`src/dcl_pkg.sv`:
```
package dcl_pkg;

   localparam int MAX_POINTS = 1024;
   localparam int DIMS       = 4;

   localparam int PIDX_W  = $clog2(MAX_POINTS);
   localparam int CNT_W   = $clog2(MAX_POINTS + 1);
   localparam int DIM_W   = (DIMS > 1) ? $clog2(DIMS) : 1;
   localparam int COORD_W = 16;
   localparam int EPS_W   = 36;
   localparam int ADIM_W  = 3;
   localparam int LABEL_W = 11;
   localparam int KIND_W  = 2;
   localparam int SQ_W    = 2 * (COORD_W + 1);
   localparam int SUM_W   = SQ_W + ((DIMS > 1) ? $clog2(DIMS) : 0);
   localparam int CMP_W   = (SUM_W > EPS_W) ? SUM_W : EPS_W;
   localparam int ENTRY_W = KIND_W + LABEL_W;

   localparam logic [1:0] CMD_LOAD = 2'd0;
   localparam logic [1:0] CMD_RUN  = 2'd1;
   localparam logic [1:0] CMD_READ = 2'd2;

   localparam logic [1:0] CSR_EPS     = 2'd0;
   localparam logic [1:0] CSR_MINPTS  = 2'd1;
   localparam logic [1:0] CSR_DIMS    = 2'd2;

   localparam logic [KIND_W-1:0] KIND_NOISE  = 2'd0;
   localparam logic [KIND_W-1:0] KIND_CORE   = 2'd1;
   localparam logic [KIND_W-1:0] KIND_BORDER = 2'd2;
   localparam logic [KIND_W-1:0] KIND_NONE   = 2'd3;

   localparam logic [LABEL_W-1:0] LABEL_NONE = '1;

   localparam logic [1:0] SCAN_CLEAR  = 2'd0;
   localparam logic [1:0] SCAN_COUNT  = 2'd1;
   localparam logic [1:0] SCAN_EXPAND = 2'd2;
   localparam logic [1:0] SCAN_TALLY  = 2'd3;

   typedef struct packed {
      logic       load_wr;
      logic       read_req;
      logic       run_init;
      logic       scan_start;
      logic [1:0] scan_mode;
      logic       fetch_i;
      logic       next_i;
      logic       center_i;
      logic       center_q;
      logic       mark_noise;
      logic       mark_core;
      logic       queue_reset;
      logic       pop;
      logic       next_cluster;
   } dp_cmd_type;

   typedef struct packed {
      logic scan_done;
      logic i_done;
      logic i_classified;
      logic is_core;
      logic queue_empty;
   } dp_status_type;

endpackage

```
`src/dcl_ctrl.sv`:
```
module dcl_ctrl (
   input  logic                  clock,
   input  logic                  reset,
   input  logic                  start,
   input  logic [1:0]            req_cmd,
   input  dcl_pkg::dp_status_type st,
   output dcl_pkg::dp_cmd_type   cmd,
   output logic                  busy,
   output logic                  rsp_valid
);

   localparam logic [3:0] S_IDLE       = 4'd0;
   localparam logic [3:0] S_CLEAR_GO   = 4'd1;
   localparam logic [3:0] S_CLEAR_WAIT = 4'd2;
   localparam logic [3:0] S_NEXT_I     = 4'd3;
   localparam logic [3:0] S_WAIT_I     = 4'd4;
   localparam logic [3:0] S_CNT_GO     = 4'd5;
   localparam logic [3:0] S_CNT_WAIT   = 4'd6;
   localparam logic [3:0] S_DECIDE     = 4'd7;
   localparam logic [3:0] S_EXP_GO     = 4'd8;
   localparam logic [3:0] S_EXP_WAIT   = 4'd9;
   localparam logic [3:0] S_POP        = 4'd10;
   localparam logic [3:0] S_POP_WAIT   = 4'd11;
   localparam logic [3:0] S_TALLY_GO   = 4'd12;
   localparam logic [3:0] S_TALLY_WAIT = 4'd13;
   localparam logic [3:0] S_DONE       = 4'd14;

   logic [3:0] state_ff, state_in;
   logic       running_ff, running_in;
   logic       seed_ff, seed_in;
   logic       rsp_valid_ff, rsp_valid_in;

   always_comb begin
      cmd          = '0;
      state_in     = state_ff;
      running_in   = running_ff;
      seed_in      = seed_ff;
      rsp_valid_in = 1'b0;
      case (state_ff)
         S_IDLE: begin
            if (start) begin
               case (req_cmd)
                  dcl_pkg::CMD_LOAD: begin
                     cmd.load_wr  = 1'b1;
                     rsp_valid_in = 1'b1;
                  end
                  dcl_pkg::CMD_READ: begin
                     cmd.read_req = 1'b1;
                     rsp_valid_in = 1'b1;
                  end
                  dcl_pkg::CMD_RUN: begin
                     cmd.run_init = 1'b1;
                     running_in   = 1'b1;
                     state_in     = S_CLEAR_GO;
                  end
                  default: rsp_valid_in = 1'b1;
               endcase
            end
         end
         S_CLEAR_GO: begin
            cmd.scan_start = 1'b1;
            cmd.scan_mode  = dcl_pkg::SCAN_CLEAR;
            state_in       = S_CLEAR_WAIT;
         end
         S_CLEAR_WAIT: begin
            if (st.scan_done) state_in = running_ff ? S_NEXT_I : S_IDLE;
         end
         S_NEXT_I: begin
            if (st.i_done) begin
               state_in = S_TALLY_GO;
            end else begin
               cmd.fetch_i = 1'b1;
               state_in    = S_WAIT_I;
            end
         end
         S_WAIT_I: begin
            if (st.i_classified) begin
               cmd.next_i = 1'b1;
               state_in   = S_NEXT_I;
            end else begin
               cmd.center_i = 1'b1;
               seed_in      = 1'b1;
               state_in     = S_CNT_GO;
            end
         end
         S_CNT_GO: begin
            cmd.scan_start = 1'b1;
            cmd.scan_mode  = dcl_pkg::SCAN_COUNT;
            state_in       = S_CNT_WAIT;
         end
         S_CNT_WAIT: begin
            if (st.scan_done) state_in = S_DECIDE;
         end
         S_DECIDE: begin
            if (st.is_core) begin
               cmd.mark_core   = 1'b1;
               cmd.queue_reset = seed_ff;
               state_in        = S_EXP_GO;
            end else if (seed_ff) begin
               cmd.mark_noise = 1'b1;
               cmd.next_i     = 1'b1;
               state_in       = S_NEXT_I;
            end else begin
               state_in = S_POP;
            end
         end
         S_EXP_GO: begin
            cmd.scan_start = 1'b1;
            cmd.scan_mode  = dcl_pkg::SCAN_EXPAND;
            state_in       = S_EXP_WAIT;
         end
         S_EXP_WAIT: begin
            if (st.scan_done) state_in = S_POP;
         end
         S_POP: begin
            if (st.queue_empty) begin
               cmd.next_cluster = 1'b1;
               cmd.next_i       = 1'b1;
               state_in         = S_NEXT_I;
            end else begin
               cmd.pop  = 1'b1;
               state_in = S_POP_WAIT;
            end
         end
         S_POP_WAIT: begin
            cmd.center_q = 1'b1;
            seed_in      = 1'b0;
            state_in     = S_CNT_GO;
         end
         S_TALLY_GO: begin
            cmd.scan_start = 1'b1;
            cmd.scan_mode  = dcl_pkg::SCAN_TALLY;
            state_in       = S_TALLY_WAIT;
         end
         S_TALLY_WAIT: begin
            if (st.scan_done) state_in = S_DONE;
         end
         S_DONE: begin
            rsp_valid_in = 1'b1;
            running_in   = 1'b0;
            state_in     = S_IDLE;
         end
         default: state_in = S_IDLE;
      endcase
   end

   always_ff @(posedge clock) begin
      if (reset) begin
         state_ff     <= S_CLEAR_GO;   // stores come up cleared
         running_ff   <= 1'b0;
         seed_ff      <= 1'b0;
         rsp_valid_ff <= 1'b0;
      end else begin
         state_ff     <= state_in;
         running_ff   <= running_in;
         seed_ff      <= seed_in;
         rsp_valid_ff <= rsp_valid_in;
      end
   end

   assign busy      = (state_ff != S_IDLE);
   assign rsp_valid = rsp_valid_ff;

endmodule

```
`config.mk`:
```
export PLATFORM = sky130hd
export DESIGN_NAME = dcl_ctrl
export DESIGN_NICKNAME = d
export VERILOG_FILES = /design/src/dcl_pkg.sv /design/src/dcl_ctrl.sv
export SDC_FILE = /design/constraint.sdc
export NUM_CORES = 1
export LEC_CHECK = 0
export ABC_AREA = 1
export BUFFER_PORTS_ARGS = -buffer_cell sky130_fd_sc_hd__buf_2
export CORE_MARGIN = 1.5
export CORE_UTILIZATION = 42
export CTS_BUF_LIST = sky130_fd_sc_hd__clkbuf_4 sky130_fd_sc_hd__clkbuf_8
export DETAILED_ROUTE_END_ITERATION = 8
export GPL_ROUTABILITY_DRIVEN = 0
export HOLD_SLACK_MARGIN = 0.15
export PLACE_DENSITY = 0.81
export SLEW_MARGIN = 25
export SYNTH_ARGS = -nofsm -noshare
export SYNTH_HDL_FRONTEND = slang
export SYNTH_SLANG_ARGS = --single-unit
export TNS_END_PERCENT = 50
```
`constraint.sdc`:
```
create_clock -name clock -period 2.3 [get_ports clock]
set_input_delay 0.115 -clock clock [delete_from_list [all_inputs] [get_ports clock]]
set_output_delay 0.115 -clock clock [all_outputs]
set_load 0.03 [all_outputs]
```
* After elaboration in Yosys (flattened, before gate mapping)
Index checks and enable logic that the tools add are counted.
W data, S select, Z words.
** Cells by class
- Add/sub/neg operators :: 0
- Multipliers :: 0
- Div/mod/pow operators :: 0
- Order comparisons :: 0
- Equal/unequal tests :: 23
- Shifts and indexed selects :: 0
- Multiplexer cells :: 41
- Bitwise logic cells :: 0
- Reduce and logical (&&, ||, !) cells :: 8
** Operator list (count)
- $pmux W4 S14 :: 1
- $mux W4 :: 10
- $eq A4 B4 Y1 const B :: 7
- $mux W1 :: 18
- $eq A4 B3 Y1 const B :: 4
- $mux W3 :: 4
- $ne A2 B2 Y1 const B :: 6
- $pmux W3 S4 :: 1
- $eq A4 B2 Y1 const B :: 2
- $mux W2 :: 3
- $pmux W1 S2 :: 3
- $reduce_and A6 Y1 :: 1
- $eq A4 B1 Y1 const B :: 1
- $logic_not A4 Y1 :: 1
- $reduce_bool A2 Y1 :: 2
- $reduce_bool A4 Y1 :: 1
- $pmux W1 S3 :: 1
- $reduce_and A3 Y1 :: 1
- $eq A2 B1 Y1 const B :: 1
- $eq A2 B2 Y1 const B :: 1
- $logic_not A2 Y1 :: 1
- $ne A2 B1 Y1 const B :: 1
- $reduce_and A2 Y1 :: 1
** Word-level totals
- Register bits :: 7
- Bits in latches :: 0
- Bits in writable memories :: 0
- ROM bits :: 0
- Input port bits :: 10
- Output and inout bits :: 17
- Memories kept :: 0

* Longest topological paths before layout
- Depth after elaboration :: 4
- Gate-level depth with buffers :: 10
- Gate-level depth less buffers :: 9

* Worst setup path before layout
OpenSTA, ideal clock, no wires.
- Path kind :: register -> output
- From :: register state_ff[3]
- To :: output port cmd[13] (netlist bit)
- Arrival time :: 1.619 ns
- Path slack :: 0.566 ns
- Stages on the path, launching flop included :: 5
- Cells stage by stage :: dfxtp_1 -> buf_2 -> nor2_2 -> nand2_1 -> nor3_1
** RTL lines
- start: declaration :: RTL line dcl_ctrl.sv:28 : logic [3:0] state_ff, state_in;
- start signal: assignment :: RTL line dcl_ctrl.sv:154 : state_ff <= state_in;
- end: declaration :: RTL line dcl_ctrl.sv:7 : output dcl_pkg::dp_cmd_type cmd,

==> metrics.cfg <==
[global_routing]
antenna_found_initial=0
grt_pass1_vias=596
grt_max_degree=10
grt-ovfl-total=0
gr-usage-all-layers_pct=21.1
grt_pass1_wl_mm=2.26

[place]
post-dp-hpwl_mm=1.20
pre_cts_slack_ns=0.983
port_buffers=26
placed_cells=142

[clocking]
cts_tree=built
cts.path.max_buffers=2
cts_hold_buf=1
htreeDepth=1
post_cts_resized=0
cts-root-buf=clkbuf_4
cts_buffers=3
clk_pin_slew_worst_paths_ns=0.05
clk_latency_ns=0.26
clock_sinks=7
post_cts_buffers=0

[worst_setup_path]
reg2regPathDepth=7
crit_buf_inv=1
endpoint_kind=output port
worstReg2RegEnd=state_ff[0]$_SDFFE_PP1P_
crit_type=reg -> out
crit_required_ns=2.18
startpoint_type=register
max_stage_delay_ns=0.46
crit_family=simple AND/OR/NAND/NOR gates
crit_slowest_cell=dfxtp_1
r2r_slack_ns=1.00
crit_fanout=6
worstPathCellList=nand2_2 > nor2_2 > nand3_1 > nand3b_1 > buf_2
arrival_ns=1.49
reg2reg_from=state_ff[3]$_SDFFE_PP0P_

[logic_synthesis]
synth.distinct_cells=21
ys_ff_latch=7
yosysSeqAreaShare_pct=24.8
syn-cell-area_um2=564
synth_cells=102
syn_area_per_cell_um2=5.53
ys_warn_count=0
syn_nets=112

[routing]
drc=0
first_pass_iters=4
wl_met1_um=643
wl_mm=1.46
dr_total_vias=737
avgViaCountPerCell=5.01
drtIter0Drc=16
dr_wl_met3_um=113
route.met2.wl_um=682
maxUsedRoutingLayer=met4
wire_per_inst_um=9.95
ant_nets=0

[timing]
finalHoldViolations=0
worst_pin_slew_ns=0.321
grt_setup_unrepaired=false
fin_ws_ns=0.699
tns_ns=0
timing.fmax_mhz=624
post-route-period-util_pct=69.6
setup-violations-final=0
whs_ns=0.182
skew_ns=0.0111
report.final.slew_viol_count=0
fin_crit_ns=1.60
relSlewSlack_pct=78.6

[floorplanning]
die_y_um=39.7
core-area_mm2=0.00127
ios=27
initial_core_util_pct=44.5
rows=13
design.die.area_mm2=0.00157
die_w_um=39.7

[layout]
layout_commonest_cell=buf_2
insertedDiodeCount=0
drive_gt1_share_pct=29.5
mostFrequentLayoutCells=26 x buf_2, 25 x nand2_1, 20 x inv_1
finalNonFillerCells=147
final_net_count=143
area_growth_pct=32.6

[run_status]
status=completed

[pwr]
peakVddDrop_uv=491
total_power_mw=0.781
p_leak_nw=0.452
power_per_cell_area_mw_per_mm2=1040

[min_path]
min_from=st[4]
whs_endpoint=state_ff[0]$_SDFFE_PP1P_
whs_path_depth=4
holdCritPathClass=in -> reg

[run]
cap_violations=0

-- registers in the layout, summed over array words and instances, names as in the netlist --
signal	count
running_ff	1
rsp_valid	1
seed_ff	1
state_ff	4
-- report_power, final --
group / total, mW / switching [mW] / internal (mW)
clock network: 0.132 / 0.0532 / 0.0785
logic: 0.446 / 0.308 / 0.138
registers: 0.203 / 0.0501 / 0.153
-- kinds of logic (layout without fill, tap and decap cells) --
logic type / after synthesis / after routing / share of synthesized area, %
and+or+nand+nor: 62 / 62 / 47.9
buffers and inverters: 23 / 53 / 15.5
AOI/OAI and AO/OA: 10 / 10 / 11.8
DFF: 7 / 7 / 24.8
-- stage by stage --
step	area, um2	utilization [%]
2_1_floorplan	564	-
3_3_place_gp	708	55.8
3_5_place_dp	708	55.8
4_1_cts	748	59.0
5_1_grt	748	59.0
6_report	748	59.0
-- Yosys cell counts --
| cell | count | area, um2 |
|---|---|---|
| buf_2 | 1 | 5.00 |
| nor2_2 | 3 | 18.8 |
| nand3b_1 | 1 | 7.51 |
| o22ai_1 | 1 | 6.26 |
| nor3_2 | 1 | 10.0 |
| a21oi_1 | 1 | 5.00 |
| o2111ai_1 | 1 | 8.76 |
| nand3_1 | 5 | 25.0 |
| nor2_1 | 19 | 71.3 |
| inv_1 | 20 | 75.1 |
| a41oi_1 | 1 | 8.76 |
| nand2_2 | 2 | 12.5 |
| o21ai_0 | 1 | 5.00 |
| or2_2 | 1 | 6.26 |
| inv_2 | 2 | 7.51 |
| o21bai_1 | 1 | 7.51 |
| nand2_1 | 25 | 93.8 |
| o21ai_1 | 2 | 10.0 |
| a211oi_1 | 2 | 15.0 |
| dfxtp_1 | 7 | 140 |
| nor3_1 | 5 | 25.0 |
-- worst max path at each step --
stage	startpoint	endpoint	slack, ns	depth (start not counted)
floorplan	state_ff[3]$_SDFFE_PP0P_	cmd[13]	0.57	4
global placement	state_ff[1]$_SDFFE_PP0P_	cmd[7]	0.98	5
detailed placement	state_ff[0]$_SDFFE_PP1P_	cmd[7]	0.98	5
CTS	state_ff[1]$_SDFFE_PP0P_	cmd[7]	0.71	5
global route	state_ff[1]$_SDFFE_PP0P_	cmd[7]	0.60	5
finish	state_ff[1]$_SDFFE_PP0P_	cmd[7]	0.70	5
-- routing by layer --
| metal | track usage [%] | vias up |
|---|---|---|
| li1 | - | 381 |
| met1 | 24.9 | 313 |
| met2 | 36.9 | 39 |
| met3 | 3.41 | 4 |
| met4 | 8.62 | 0 |
| met5 | 0 | - |
-- worst reg2reg max path: cells and delay by family (launching register included) --
family           cells  cell delay, ns
and+or+nand+nor      7            0.68
DFF                  1            0.51
-- layout make-up --
| cell class | instances | area [um2] |
|---|---|---|
| fillers | 132 | 520 |
| multi-input cells | 72 | 337 |
| flip-flops and latches | 7 | 140 |
| repair buffers | 27 | 140 |
| inverters | 22 | 82.6 |
| clock buffers | 4 | 30.0 |
| well taps | 15 | 18.8 |
No activity file was read; power rests on OpenSTA's default activity.
